**src/sv/tpdac_pkg.sv**
```systemverilog
// tpdac_pkg: shared types, codes, constants and the sine table of the
// tone and PCM DAC sample generator. No dependencies.
package tpdac_pkg;

    // Defaults for the top-level parameters
    localparam int TICK_RATE_DEF   = 8000;
    localparam int COUNT_WIDTH_DEF = 24;

    // DAC code range
    localparam logic [11:0] DAC_MID = 12'd2048;
    localparam logic [11:0] DAC_MAX = 12'd4095;

    // Volume gain: floor(x * VOL_RECIP >> VOL_SHIFT) == floor(x / 100) for x < 2^18
    localparam int          VOL_SHIFT = 25;
    localparam int          GAIN_W    = 26;
    localparam logic [18:0] VOL_RECIP = 19'd335545;
    localparam logic [6:0]  VOL_FULL  = 7'd100;
    localparam logic [6:0]  VOL_RST   = 7'd50;

    // Register reset values
    localparam logic [11:0] FREQ_RST = 12'd1000;
    localparam logic [23:0] PLAY_RST = 24'd8000;

    // Input word codes
    typedef enum logic [1:0] {
        MODE_TICK  = 2'd0,
        MODE_START = 2'd1,
        MODE_STOP  = 2'd2
    } mode_t;

    // Source select codes
    typedef enum logic [1:0] {
        SRC_SINE  = 2'd0,
        SRC_PCM8  = 2'd1,
        SRC_PCM12 = 2'd2
    } src_t;

    // Register indexes (byte address bits 3:2)
    typedef enum logic [1:0] {
        REG_SOURCE = 2'd0,
        REG_VOLUME = 2'd1,
        REG_FREQ   = 2'd2,
        REG_PLAY   = 2'd3
    } reg_idx_t;

    // Request to the volume scaler
    typedef struct packed {
        logic signed [11:0] centred; // sample minus its midpoint
        logic               narrow;  // 8-bit source: result is boosted by 16
    } scale_req_t;

    // Sine table, unsigned 8-bit centred on 128
    localparam logic [7:0] SINE_ROM [256] = '{
        8'd128,8'd131,8'd134,8'd137,8'd140,8'd143,8'd146,8'd149,
        8'd152,8'd155,8'd158,8'd162,8'd165,8'd168,8'd170,8'd173,
        8'd176,8'd179,8'd182,8'd184,8'd187,8'd190,8'd192,8'd195,
        8'd197,8'd200,8'd202,8'd204,8'd207,8'd209,8'd211,8'd213,
        8'd215,8'd217,8'd219,8'd221,8'd223,8'd225,8'd226,8'd228,
        8'd230,8'd231,8'd233,8'd234,8'd235,8'd237,8'd238,8'd239,
        8'd240,8'd241,8'd242,8'd243,8'd244,8'd244,8'd245,8'd246,
        8'd246,8'd247,8'd247,8'd248,8'd248,8'd248,8'd248,8'd248,
        8'd255,8'd248,8'd248,8'd248,8'd248,8'd248,8'd247,8'd247,
        8'd246,8'd246,8'd245,8'd244,8'd244,8'd243,8'd242,8'd241,
        8'd240,8'd239,8'd238,8'd237,8'd235,8'd234,8'd233,8'd231,
        8'd230,8'd228,8'd226,8'd225,8'd223,8'd221,8'd219,8'd217,
        8'd215,8'd213,8'd211,8'd209,8'd207,8'd204,8'd202,8'd200,
        8'd197,8'd195,8'd192,8'd190,8'd187,8'd184,8'd182,8'd179,
        8'd176,8'd173,8'd170,8'd168,8'd165,8'd162,8'd158,8'd155,
        8'd152,8'd149,8'd146,8'd143,8'd140,8'd137,8'd134,8'd131,
        8'd128,8'd125,8'd122,8'd119,8'd116,8'd113,8'd110,8'd107,
        8'd104,8'd101,8'd98, 8'd94, 8'd91, 8'd88, 8'd86, 8'd83,
        8'd80, 8'd77, 8'd74, 8'd72, 8'd69, 8'd66, 8'd64, 8'd61,
        8'd59, 8'd56, 8'd54, 8'd52, 8'd49, 8'd47, 8'd45, 8'd43,
        8'd41, 8'd39, 8'd37, 8'd35, 8'd33, 8'd31, 8'd30, 8'd28,
        8'd26, 8'd25, 8'd23, 8'd22, 8'd21, 8'd19, 8'd18, 8'd17,
        8'd16, 8'd15, 8'd14, 8'd13, 8'd12, 8'd12, 8'd11, 8'd10,
        8'd10, 8'd9,  8'd9,  8'd8,  8'd8,  8'd8,  8'd8,  8'd8,
        8'd0,  8'd8,  8'd8,  8'd8,  8'd8,  8'd8,  8'd9,  8'd9,
        8'd10, 8'd10, 8'd11, 8'd12, 8'd12, 8'd13, 8'd14, 8'd15,
        8'd16, 8'd17, 8'd18, 8'd19, 8'd21, 8'd22, 8'd23, 8'd25,
        8'd26, 8'd28, 8'd30, 8'd31, 8'd33, 8'd35, 8'd37, 8'd39,
        8'd41, 8'd43, 8'd45, 8'd47, 8'd49, 8'd52, 8'd54, 8'd56,
        8'd59, 8'd61, 8'd64, 8'd66, 8'd69, 8'd72, 8'd74, 8'd77,
        8'd80, 8'd83, 8'd86, 8'd88, 8'd91, 8'd94, 8'd98, 8'd101,
        8'd104,8'd107,8'd110,8'd113,8'd116,8'd119,8'd122,8'd125
    };

endpackage

```
**src/sv/tpdac_in_if.sv**
```systemverilog
// tpdac_in_if: valid/ready channel carrying one input word (mode, PCM sample).
// No dependencies.
interface tpdac_in_if;
    logic        valid;
    logic        ready;
    logic [1:0]  mode;
    logic [11:0] pcm_sample;

    modport source (output valid, output mode, output pcm_sample, input ready);
    modport sink   (input valid, input mode, input pcm_sample, output ready);
endinterface

```
**src/sv/tpdac_out_if.sv**
```systemverilog
// tpdac_out_if: valid/ready channel carrying one result word (DAC code, flags).
// No dependencies.
interface tpdac_out_if;
    logic        valid;
    logic        ready;
    logic [11:0] dac_code;
    logic        sample_used;
    logic        still_playing;

    modport source (output valid, output dac_code, output sample_used,
                    output still_playing, input ready);
    modport sink   (input valid, input dac_code, input sample_used,
                    input still_playing, output ready);
endinterface

```
**src/sv/tone_and_pcm_dac_sample_generator_core.sv**
```systemverilog
// tone_and_pcm_dac_sample_generator_core: top level with APB registers,
// playback state and a skid-buffered result channel.
// Depends on tpdac_pkg, tpdac_in_if, tpdac_out_if and tpdac_scale.
//
// Usage:
//   item   : input words. mode 0 is a sample tick, 1 starts playback of
//            play_length ticks (no result word), 2 stops (one 2048 word),
//            3 is dropped. pcm_sample is read on ticks in PCM modes.
//   result : one word per tick or stop: dac_code, sample_used, still_playing.
//   APB    : four 32-bit registers at 0x0 source, 0x4 volume, 0x8 frequency,
//            0xC play length; pready is tied high, reads are combinational.
// Results are registered, in the result or (while it is held) skid register.
// One word is accepted every cycle while item.ready is high; the sine lookup,
// the volume multiply and the tick counter are combinational ahead of them.
// A two-entry output (result register plus skid register) keeps item ready
// while one result waits; item.ready drops only when both entries are full.
// The tone phase step and the volume gain are computed at register write.
// Reset (rst_n low) empties the output, stops playback, clears the phase
// and count, and loads the register reset values.
module tone_and_pcm_dac_sample_generator_core
    import tpdac_pkg::*;
#(
    parameter int TICK_RATE   = TICK_RATE_DEF,
    parameter int COUNT_WIDTH = COUNT_WIDTH_DEF
)
(
    input  logic          clk,
    input  logic          rst_n,
    tpdac_in_if.sink      item,
    tpdac_out_if.source   result,
    input  logic          psel,
    input  logic          penable,
    input  logic          pwrite,
    input  logic [3:0]    paddr,
    input  logic [31:0]   pwdata,
    output logic [31:0]   prdata,
    output logic          pready
);

    // Phase step = max(1, floor(f*256/TICK_RATE)) via an exact reciprocal
    localparam int          STEP_SHIFT = 21 + $clog2(TICK_RATE);
    localparam longint      RECIP_L    = ((64'd1 <<< STEP_SHIFT) + TICK_RATE - 1)
                                         / TICK_RATE;
    localparam logic [31:0] STEP_RECIP = 32'(RECIP_L);
    localparam int          STEP_RAW   = 1000 * 256 / TICK_RATE;
    localparam logic [15:0] STEP_RST   = (STEP_RAW == 0) ? 16'd1 : 16'(STEP_RAW);
    localparam logic [GAIN_W-1:0] GAIN_RST = GAIN_W'(VOL_RST) * GAIN_W'(VOL_RECIP);

    // Configuration registers
    logic [1:0]              src_reg;
    logic [6:0]              vol_reg;
    logic [GAIN_W-1:0]       gain_reg;
    logic [11:0]             freq_reg;
    logic [15:0]             step_reg;
    logic [23:0]             play_reg;

    // Playback state
    logic [15:0]             phase_reg, phase_next;
    logic [COUNT_WIDTH-1:0]  ticks_reg, ticks_next;
    logic                    active_reg, active_next;

    // Output register and skid register
    logic                    out_valid_reg, skid_valid_reg;
    logic [11:0]             out_code_reg, skid_code_reg;
    logic                    out_used_reg, skid_used_reg;
    logic                    out_play_reg, skid_play_reg;

    logic                    cfg_wr;
    logic [6:0]              vol_sat;
    logic [51:0]             step_prod;
    logic [15:0]             step_q;
    logic [15:0]             step_new;
    logic [GAIN_W-1:0]       gain_new;

    logic                    in_fire;
    logic                    out_take;
    mode_t                   mode;
    logic                    running;
    logic                    produce;
    logic [COUNT_WIDTH-1:0]  play_len;
    scale_req_t              sreq;
    logic [7:0]              sine_raw;
    logic [11:0]             scaled_code;
    logic [11:0]             r_code;
    logic                    r_used;
    logic                    r_play;

    // APB side
    assign pready = 1'b1;
    assign cfg_wr = psel && penable && pwrite && pready;

    always_comb
    begin
        vol_sat   = (pwdata[6:0] > VOL_FULL) ? VOL_FULL : pwdata[6:0];
        gain_new  = GAIN_W'(vol_sat) * GAIN_W'(VOL_RECIP);
        step_prod = 52'({pwdata[11:0], 8'h00}) * 52'(STEP_RECIP);
        step_q    = 16'(step_prod >> STEP_SHIFT);
        step_new  = (step_q == 16'd0) ? 16'd1 : step_q;
    end

    always_comb
    begin
        unique case (reg_idx_t'(paddr[3:2]))
            REG_SOURCE: prdata = {30'b0, src_reg};
            REG_VOLUME: prdata = {25'b0, vol_reg};
            REG_FREQ:   prdata = {20'b0, freq_reg};
            REG_PLAY:   prdata = {8'b0, play_reg};
            default:    prdata = '0;
        endcase
    end

    // Handshakes
    assign item.ready = !skid_valid_reg;
    assign in_fire    = item.valid && item.ready;
    assign out_take   = out_valid_reg && result.ready;
    assign mode       = mode_t'(item.mode);
    assign running    = active_reg && (ticks_reg != '0);
    assign play_len   = COUNT_WIDTH'(play_reg);

    // Scaler request from the selected source
    assign sine_raw = SINE_ROM[phase_reg[15:8]];

    always_comb
    begin
        sreq.narrow = (src_reg != SRC_PCM12);
        case (src_reg)
            SRC_PCM8:  sreq.centred = {{4{~item.pcm_sample[7]}}, ~item.pcm_sample[7],
                                       item.pcm_sample[6:0]};
            SRC_PCM12: sreq.centred = {~item.pcm_sample[11], item.pcm_sample[10:0]};
            default:   sreq.centred = {{4{~sine_raw[7]}}, ~sine_raw[7], sine_raw[6:0]};
        endcase
    end

    tpdac_scale u_scale
    (
        .req  (sreq),
        .gain (gain_reg),
        .code (scaled_code)
    );

    // Playback state update and result word
    always_comb
    begin
        phase_next  = phase_reg;
        ticks_next  = ticks_reg;
        active_next = active_reg;
        produce     = 1'b0;
        r_code      = DAC_MID;
        r_used      = 1'b0;
        r_play      = 1'b0;
        if (in_fire)
        begin
            unique case (mode)
                MODE_START:
                begin
                    if (play_len != '0)
                    begin
                        ticks_next  = play_len;
                        phase_next  = '0;
                        active_next = 1'b1;
                    end
                end
                MODE_STOP:
                begin
                    produce     = 1'b1;
                    ticks_next  = '0;
                    active_next = 1'b0;
                end
                MODE_TICK:
                begin
                    produce = 1'b1;
                    if (running)
                    begin
                        case (src_reg)
                            SRC_SINE:
                            begin
                                phase_next = phase_reg + step_reg;
                                r_code     = scaled_code;
                            end
                            SRC_PCM8, SRC_PCM12:
                            begin
                                r_code = scaled_code;
                                r_used = 1'b1;
                            end
                            default: r_code = DAC_MID;
                        endcase
                        ticks_next  = ticks_reg - COUNT_WIDTH'(1);
                        active_next = (ticks_reg != COUNT_WIDTH'(1));
                    end
                    else
                    begin
                        active_next = 1'b0;
                    end
                    r_play = active_next;
                end
                default: produce = 1'b0;
            endcase
        end
    end

    // All registers
    always_ff @(posedge clk or negedge rst_n)
    begin
        if (!rst_n)
        begin
            src_reg        <= SRC_SINE;
            vol_reg        <= VOL_RST;
            gain_reg       <= GAIN_RST;
            freq_reg       <= FREQ_RST;
            step_reg       <= STEP_RST;
            play_reg       <= PLAY_RST;
            phase_reg      <= '0;
            ticks_reg      <= '0;
            active_reg     <= 1'b0;
            out_valid_reg  <= 1'b0;
            out_code_reg   <= '0;
            out_used_reg   <= 1'b0;
            out_play_reg   <= 1'b0;
            skid_valid_reg <= 1'b0;
            skid_code_reg  <= '0;
            skid_used_reg  <= 1'b0;
            skid_play_reg  <= 1'b0;
        end
        else
        begin
            // register writes
            if (cfg_wr)
            begin
                unique case (reg_idx_t'(paddr[3:2]))
                    REG_SOURCE: src_reg <= pwdata[1:0];
                    REG_VOLUME:
                    begin
                        vol_reg  <= vol_sat;
                        gain_reg <= gain_new;
                    end
                    REG_FREQ:
                    begin
                        freq_reg <= pwdata[11:0];
                        step_reg <= step_new;
                    end
                    REG_PLAY:   play_reg <= pwdata[23:0];
                    default:    play_reg <= play_reg;
                endcase
            end

            phase_reg  <= phase_next;
            ticks_reg  <= ticks_next;
            active_reg <= active_next;

            // result register with skid
            if (skid_valid_reg)
            begin
                if (out_take)
                begin
                    out_code_reg   <= skid_code_reg;
                    out_used_reg   <= skid_used_reg;
                    out_play_reg   <= skid_play_reg;
                    skid_valid_reg <= 1'b0;
                end
            end
            else if (produce)
            begin
                if (!out_valid_reg || out_take)
                begin
                    out_code_reg  <= r_code;
                    out_used_reg  <= r_used;
                    out_play_reg  <= r_play;
                    out_valid_reg <= 1'b1;
                end
                else
                begin
                    skid_code_reg  <= r_code;
                    skid_used_reg  <= r_used;
                    skid_play_reg  <= r_play;
                    skid_valid_reg <= 1'b1;
                end
            end
            else if (out_take)
            begin
                out_valid_reg <= 1'b0;
            end
        end
    end

    assign result.valid         = out_valid_reg;
    assign result.dac_code      = out_code_reg;
    assign result.sample_used   = out_used_reg;
    assign result.still_playing = out_play_reg;

    // Checks
    a_skid_behind_out: assert property (@(posedge clk) disable iff (!rst_n)
        skid_valid_reg |-> out_valid_reg)
        else $error("skid entry held while result register empty");

    a_active_has_ticks: assert property (@(posedge clk) disable iff (!rst_n)
        active_reg |-> (ticks_reg != '0))
        else $error("playback active with zero ticks left");

    a_start_arms: assert property (@(posedge clk) disable iff (!rst_n)
        (in_fire && mode == MODE_START && play_len != '0) |=> active_reg)
        else $error("start did not arm playback");

    a_stop_idles: assert property (@(posedge clk) disable iff (!rst_n)
        (in_fire && mode == MODE_STOP) |=> (!active_reg && ticks_reg == '0))
        else $error("stop left playback running");

endmodule

```
**src/sv/tpdac_scale.sv**
```systemverilog
// tpdac_scale: volume scaling (truncate toward zero), 8-bit boost, centring
// at midscale and clamping to a 12-bit DAC code. Depends on tpdac_pkg.
module tpdac_scale
    import tpdac_pkg::*;
(
    input  scale_req_t        req,
    input  logic [GAIN_W-1:0] gain,     // volume * VOL_RECIP
    output logic [11:0]       code
);

    logic                      neg;
    logic [11:0]               mag;
    logic [GAIN_W+11:0]        prod;
    logic [11:0]               quot;
    logic signed [12:0]        signed_q;
    logic signed [13:0]        boosted;
    logic signed [14:0]        sum;

    // Magnitude times gain; the shift completes the divide by 100
    always_comb
    begin
        neg      = req.centred[11];
        mag      = neg ? 12'(-req.centred) : 12'(req.centred);
        prod     = (GAIN_W+12)'(mag) * (GAIN_W+12)'(gain);
        quot     = 12'(prod >> VOL_SHIFT);
        signed_q = neg ? -$signed({1'b0, quot}) : $signed({1'b0, quot});
    end

    // Boost, centre and clamp
    always_comb
    begin
        boosted = req.narrow ? (14'(signed_q) <<< 4) : 14'(signed_q);
        sum     = 15'(boosted) + $signed({3'b000, DAC_MID});
        if (sum < 0)
        begin
            code = '0;
        end
        else if (sum > $signed({3'b000, DAC_MAX}))
        begin
            code = DAC_MAX;
        end
        else
        begin
            code = 12'(sum);
        end
    end

endmodule

```
**src/flat_wrapper.sv**
```systemverilog
// flat-port wrapper written by rule: the top's interface ports become plain ports
module tone_and_pcm_dac_sample_generator_core_flat import tpdac_pkg::*;
#(
    parameter int TICK_RATE   = TICK_RATE_DEF,
    parameter int COUNT_WIDTH = COUNT_WIDTH_DEF
)
  (clk, rst_n, psel, penable, pwrite, paddr, pwdata, prdata, pready, item_valid, item_mode, item_pcm_sample, item_ready, result_valid, result_dac_code, result_sample_used, result_still_playing, result_ready);
  tpdac_in_if item_i ();
  tpdac_out_if result_i ();
  input  logic clk;
  input  logic rst_n;
  input  logic psel;
  input  logic penable;
  input  logic pwrite;
  input  logic [3:0] paddr;
  input  logic [31:0] pwdata;
  output logic [31:0] prdata;
  output logic pready;
  input wire logic [$bits(item_i.valid)-1:0] item_valid;
  input wire logic [$bits(item_i.mode)-1:0] item_mode;
  input wire logic [$bits(item_i.pcm_sample)-1:0] item_pcm_sample;
  output wire logic [$bits(item_i.ready)-1:0] item_ready;
  output wire logic [$bits(result_i.valid)-1:0] result_valid;
  output wire logic [$bits(result_i.dac_code)-1:0] result_dac_code;
  output wire logic [$bits(result_i.sample_used)-1:0] result_sample_used;
  output wire logic [$bits(result_i.still_playing)-1:0] result_still_playing;
  input wire logic [$bits(result_i.ready)-1:0] result_ready;
  assign item_i.valid = item_valid;
  assign item_i.mode = item_mode;
  assign item_i.pcm_sample = item_pcm_sample;
  assign item_ready = item_i.ready;
  assign result_valid = result_i.valid;
  assign result_dac_code = result_i.dac_code;
  assign result_sample_used = result_i.sample_used;
  assign result_still_playing = result_i.still_playing;
  assign result_i.ready = result_ready;
  tone_and_pcm_dac_sample_generator_core #(.TICK_RATE(TICK_RATE), .COUNT_WIDTH(COUNT_WIDTH)) u_core (.clk(clk), .rst_n(rst_n), .item(item_i), .result(result_i), .psel(psel), .penable(penable), .pwrite(pwrite), .paddr(paddr), .pwdata(pwdata), .prdata(prdata), .pready(pready));
endmodule
```
**config.mk**
```make
export PLATFORM = sky130hd
export DESIGN_NAME = tone_and_pcm_dac_sample_generator_core_flat
export DESIGN_NICKNAME = d
export VERILOG_FILES = /design/src/sv/tpdac_pkg.sv /design/src/sv/tpdac_in_if.sv /design/src/sv/tpdac_out_if.sv /design/src/sv/tone_and_pcm_dac_sample_generator_core.sv /design/src/sv/tpdac_scale.sv /design/src/flat_wrapper.sv
export SDC_FILE = /design/constraint.sdc
export NUM_CORES = 1
export LEC_CHECK = 0
export BUFFER_PORTS_ARGS = -buffer_cell sky130_fd_sc_hd__buf_2
export CORE_UTILIZATION = 47
export DETAILED_ROUTE_END_ITERATION = 10
export GPL_ROUTABILITY_DRIVEN = 0
export PLACE_DENSITY = 0.63
export SYNTH_ARGS = -nofsm -noshare
export SYNTH_HDL_FRONTEND = slang
export SYNTH_HIERARCHICAL = 1
export SYNTH_SLANG_ARGS = --single-unit
```
**constraint.sdc**
```tcl
create_clock -name clk -period 13.4 [get_ports clk]
set_input_delay 0.67 -clock clk [delete_from_list [all_inputs] [get_ports clk]]
set_output_delay 0.67 -clock clk [all_outputs]
set_load 0.03 [all_outputs]
```
* After elaboration in Yosys (flattened, before gate mapping)
Memories as Yosys holds them, arrays and structs flattened.
Cells that the tools add are included.
** Operators by class
- Equal/unequal tests :: 14
- Multiplexer cells :: 52
- Multiply operators :: 3
- $lt $le $gt $ge :: 4
- Bitwise gates (word level) :: 6
- Reductions and logical operators :: 32
- $add $sub $neg :: 5
** Operators by type and width (count)
- $mux W12 :: 11
- $pmux W32 S4 :: 1
- $pmux W24 S3 :: 1
- $mux W16 :: 3
- $mux W24 :: 2
- $reduce_bool A24 Y1 :: 2
- $mul A12 B26 Y37 :: 1
- $mul A12 B20 Y32 const B :: 1
- $pmux W16 S2 :: 1
- $mul A7 B19 Y26 const B :: 1
- $mux W1 :: 25
- $mux W8 :: 3
- $ne A24 B1 Y1 const B :: 1
- $pmux W12 S2 :: 1
- $sub A24 B1 Y24 const B :: 1
- $add A16 B16 Y16 :: 1
- $logic_not A16 Y1 :: 1
- $add A14 B13 Y15 const B :: 1
- $gt A15 B13 Y1 const B :: 1
- $lt A15 B1 Y1 const B :: 1
- $mux W14 :: 1
- $mux W13 :: 1
- $neg A12 Y13 :: 1
- $neg A12 Y12 :: 1
- other kinds (22) :: 52
** Storage, ports and cells
- Memories kept :: 1
- Bits of input ports :: 57
- Memory bits (read-only) :: 2048
- Word-level logic and storage cells :: 134
- Flip-flop bits (word level) :: 158
** Memory list
- (name not given) :: depth 256, width 8, read ports 1, clocked after Yosys merged registers in 0, wr ports 0, RTL line tone_and_pcm_dac_sample_generator_core.sv:121 : assign sine_raw = SINE_ROM[phase_reg[15:8]];

* Depth between registers and ports, before layout
- Depth in word-level cells :: 23
- Gate-level depth with buffers :: 53

* Cells and area by module
Netlist, hierarchy kept.
** By module, submodules not included
- tone_and_pcm_dac_sample_generator_core :: instances 1, area each 14257.4 um2, cells an instance 1625, sequential area each 3701.0 um2
- tpdac_scale :: instances 1, area each 10829.1 um2, cells an instance 1343, sequential area each 0.0 um2

* Worst setup path after synthesis
OpenSTA, ideal clock, no wires.
- Path kind :: register -> register
- Start point :: reg u_core.phase_reg[9]
- End point :: reg u_core.out_code_reg[11] (netlist: u_core/result.dac_code[11])
- Period minus slack after synthesis :: 10935 ps
- Setup slack :: 2465 ps
- Cell stages (with the launch flop) :: 45
- Arrival time :: 10825 ps
- Cells stage by stage :: dfrtp_1 > clkinv_1 > ha_1 > clkbuf_1 > mux2i_1 > nor2_1 > a311oi_1 > a21oi_1 > mux4_2 > a21oi_1 > o21ai_0 > or3_1 > or3_1 > o31ai_1 > xnor2_1 > clkbuf_1 > and2_1 > fa_1 > [... 9 more ...] > nor3_1 > or4b_2 > nand4_1 > ha_1 > nand2_1 > nor4_1 > or2_0 > and3_4 > and3_4 > o21a_1 > o31a_1 > inv_1 > ha_1 > nor2b_1 > mux2_4 > a31oi_2 > nor4_1 > o41ai_1
** RTL lines
- from (decl) :: RTL line tone_and_pcm_dac_sample_generator_core.sv:58 : logic [15:0] phase_reg, phase_next;
- from (signal assigned) :: RTL line tone_and_pcm_dac_sample_generator_core.sv:246 : phase_reg <= phase_next;
- to (signal assigned) :: RTL line tone_and_pcm_dac_sample_generator_core.sv:255 : out_code_reg <= skid_code_reg;
- to (signal assigned) :: RTL line tone_and_pcm_dac_sample_generator_core.sv:265 : out_code_reg <= r_code;
- to (decl) :: RTL line tone_and_pcm_dac_sample_generator_core.sv:64 : logic [11:0] out_code_reg, skid_code_reg;

==> reports/metrics.csv <==
stage,metric,value,unit
cells_and_area,multi_input_area,19100,sq um
worst_setup_path,critPathCaptureType,register,
cells_and_area,utilization,51.0,%
timing,rsz0062_at_grt,false,
worst_setup_path,crit_family,adder cells,
power_and_ir_drop,peakVddDrop,184,uV
grt,gr-total-overflow,0,
worst_setup_path,required,13740,ps
grt,antenna_found_initial,1,
grt,grt_usage,25.2,%
cells_and_area,fillerInstances,4955,
synthesis,yosysTopAreaCellShare,24.4,%
grt,grt_most_used_layer,met2,
cells_and_area,finalNonFillerCells,3661,
cts,clock_path_buffers,2,
power_and_ir_drop,power.leakage,13.0,nW
grt,grtUsageMet1,33.9,%
synthesis,synth-seq-cells,147,
grt,grt_use_met2,42.9,%
timing,fmax,79.2,MHz
cts,ctsHtreeMaxLevel,4,
cts,numCtsBuffers,17,
synthesis,yosys_warnings,6,
cts,path_clk_slew,70,ps
worst_setup_path,critPathLaunchType,register,
timing,finalMaxSlewViolations,0,
grt,grt_max_degree,100,
worst_setup_path,crit_arrival,12970,ps
synthesis,synthFlopType,dfrtp_1,
floorplanning,fp.dieW,233,microns
floorplanning,initial_utilization,47.6,%
synthesis,avgSynthCellArea,8.45,sq um
run,cap_viol_max_count,0,
detailed_routing,wl_per_cell,18.3,microns
synthesis,yosys-top-cells-area,"fa_1 24%, dfrtp_1 13%, ha_1 13%, inv_1 7.1%, nand2_1 6.4%",
grt,first_global_vias,21305,
cells_and_area,layout.nets,3577,
floorplanning,io_pins,106,
grt,grt.met3_usage,3.05,%
timing,finalSetupViolations,0,
timing,fin_tns_setup,0,ps
timing,fin_crit_sh,94.2,%
timing,final.setup_skew,9.96,ps
power_and_ir_drop,total_power,6.04,mW
cts,cts_tree,yes,
timing,worstMarginPinSlew,989,ps
worst_setup_path,cpPeakStageDelay,730,ps
floorplanning,core_region_area,52700,sq um
cells_and_area,syn_to_final_growth,6.96,%
detailed_routing,dr.first_iter.drc_count,1887,
detailed_routing,firstDrtPassIters,5,
timing,final.min_clock_period,12630,ps
worst_setup_path,cp_max_fo,20,
timing,final.setup.worst_slack,773,ps
worst_setup_path,r2r_setup_slack,770,ps
cts,clk_latency,450,ps
cells_and_area,diodes,0,
floorplanning,rows,84,
run_status,outcome,"finished, final reports clean",
power_and_ir_drop,power_density,225,nW/um^2
cells_and_area,drive_above_1_share,9.96,%
worst_setup_path,crit_type,reg -> reg,
cts,cts-root-buf,clkbuf_16,
worst_setup_path,critPathSlowestCell,or4b_2,
detailed_routing,detailroute.via_count,21206,
hold_path,hp-class,in -> async,
synthesis,synth.largest_area_cell,fa_1,
detailed_routing,detail_route.vias_per_cell,5.79,
floorplanning,dieArea,54300,sq um
worst_setup_path,cpMostUsedCell,fa_1,
placed_design,io_buffers,86,
placed_design,dp.cells,3628,
synthesis,synth.distinct_cells,94,
detailed_routing,antenna_left,0,
synthesis,synth_enable_flop_cells,0,
synthesis,ys_seq_area_share,14.8,%
worst_setup_path,crit_buf_inv,4,
detailed_routing,drt_drc_violations_left,0,
floorplanning,die_height,233,microns
synthesis,synthArstFlopShare,100,%
synthesis,synth_area,25100,sq um
cells_and_area,regArea,3700,sq um
timing,slew_headroom,33.9,%
timing,hold_viol,0,
placed_design,dp_slack,690,ps
detailed_routing,routed_wl,66900,microns
synthesis,postSynthCellCount,2968,
placed_design,post-dp-hpwl,51600,microns
cts,cts.sinks,147,
grt,grt_pass1_wl,110000,microns
-- per-stage QoR --
stage	hold WS [ps]	area, sq um
2_1_floorplan	374	25100
3_5_place_dp	469	26200
4_1_cts	335	26800
5_1_grt	380	26800
3_3_place_gp	459	26200
6_report	277	26800
-- report_power, final --
| group | internal (mW) | switching [mW] |
|---|---|---|
| clock network | 0.269 | 0.230 |
| registers | 0.595 | 0.256 |
| logic | 1.82 | 2.87 |
| total | 2.69 | 3.36 |
-- worst register-to-register path, delay by kind of cell, from the launching register on --
| kind | cells | cell delay (ps) |
|---|---|---|
| XOR/XNOR | 1 | 270 |
| AO/OA/AOI/OAI | 11 | 2590 |
| multiplexers | 2 | 1000 |
| AND/OR/NAND/NOR | 14 | 3920 |
| flip-flops | 1 | 350 |
| adder cells (fa/ha/maj) | 9 | 3930 |
| buffers and inverters | 4 | 470 |
-- routing by layer --
layer / vias up / part of all wire, %
li1: 9878 / -
met1: 10532 / 44
met2: 699 / 49
met3: 97 / 5.3
met4: 0 / 2.1
met5: - / 0
-- worst paths after layout --
| check | startpoint | to | cells past startpoint |
|---|---|---|---|
| setup / recovery | u_core/phase_reg[9] | u_core/result.dac_code[11] | 41 |
| hold / removal | rst_n | u_core/result.dac_code[7] | 1 |
| setup reg to reg | u_core/phase_reg[9] | u_core/result.dac_code[11] | 41 |
| hold reg to reg | u_core/skid_code_reg[1] | u_core/skid_code_reg[1] | 2 |
| max in group asynchronous | rst_n | u_core/phase_reg[10] | 2 |
| min in group clk | result_ready | u_core/skid_valid_reg | 2 |
-- cell families after synthesis --
family | after synthesis | synth area share [%]
and+or+nand+nor | 902 | 17.2
buffers and inverters | 636 | 9.80
AOI/OAI and AO/OA | 601 | 15.8
adders and majority gates | 560 | 37.1
DFF | 147 | 14.8
muxes | 76 | 3.74
xor gates and xnor gates | 44 | 1.59
other | 2 | 0.0299
-- placed cells by master, fill, tap and decap left out, drive strengths merged, types with 101 or more instances in the layout --
master and count:
and2 101, nor2 124, a21oi 143, o21ai 158, nand2 429, buf 127
inv 480, dfrtp 129, ha 254, fa 306
-- cell usage after synthesis, drive strengths merged (8+ instances only) --
| master | n |
|---|---|
| a21oi | 143 |
| a21o | 26 |
| nand2 | 429 |
| clkbuf | 135 |
| nor2 | 124 |
| o31ai | 21 |
| o311ai | 8 |
| dfrtp | 129 |
| o21bai | 10 |
| a22o | 15 |
| fa | 306 |
| nand2b | 17 |
| a211oi | 26 |
| or4 | 13 |
| ha | 254 |
| nand3 | 28 |
| inv | 472 |
| mux2i | 13 |
| o21a | 24 |
| mux2 | 55 |
| xnor2 | 31 |
| or3 | 20 |
| nor4 | 21 |
| a311oi | 9 |
| xor2 | 12 |
| mux4 | 8 |
| buf | 27 |
| or2 | 11 |
| and3 | 27 |
| nor2b | 16 |
| a22oi | 9 |
| o21ai | 158 |
| and2 | 101 |
| dfstp | 18 |
| a31oi | 36 |
| nor3 | 46 |
| nand4 | 23 |
| o211ai | 28 |
-- timing repair --
| action | in CTS | in global routing |
|---|---|---|
| endpoints found under the setup margin | 0 | 12 |
| hold buffers | 0 | 0 |
| resized for setup | 0 | 8 |
| buffers inserted | 0 | 0 |
-- cell type report --
cell class                 instances  area share [%]
inverter                         474            6.63
clock buffer                      17            1.59
clock inverter                    15           0.704
tap                              688            3.21
sequential                       147            13.8
multi-input combinational       2193            71.3
timing repair buffer             127            2.77
Note: power is estimated with default switching activity, not from simulation.
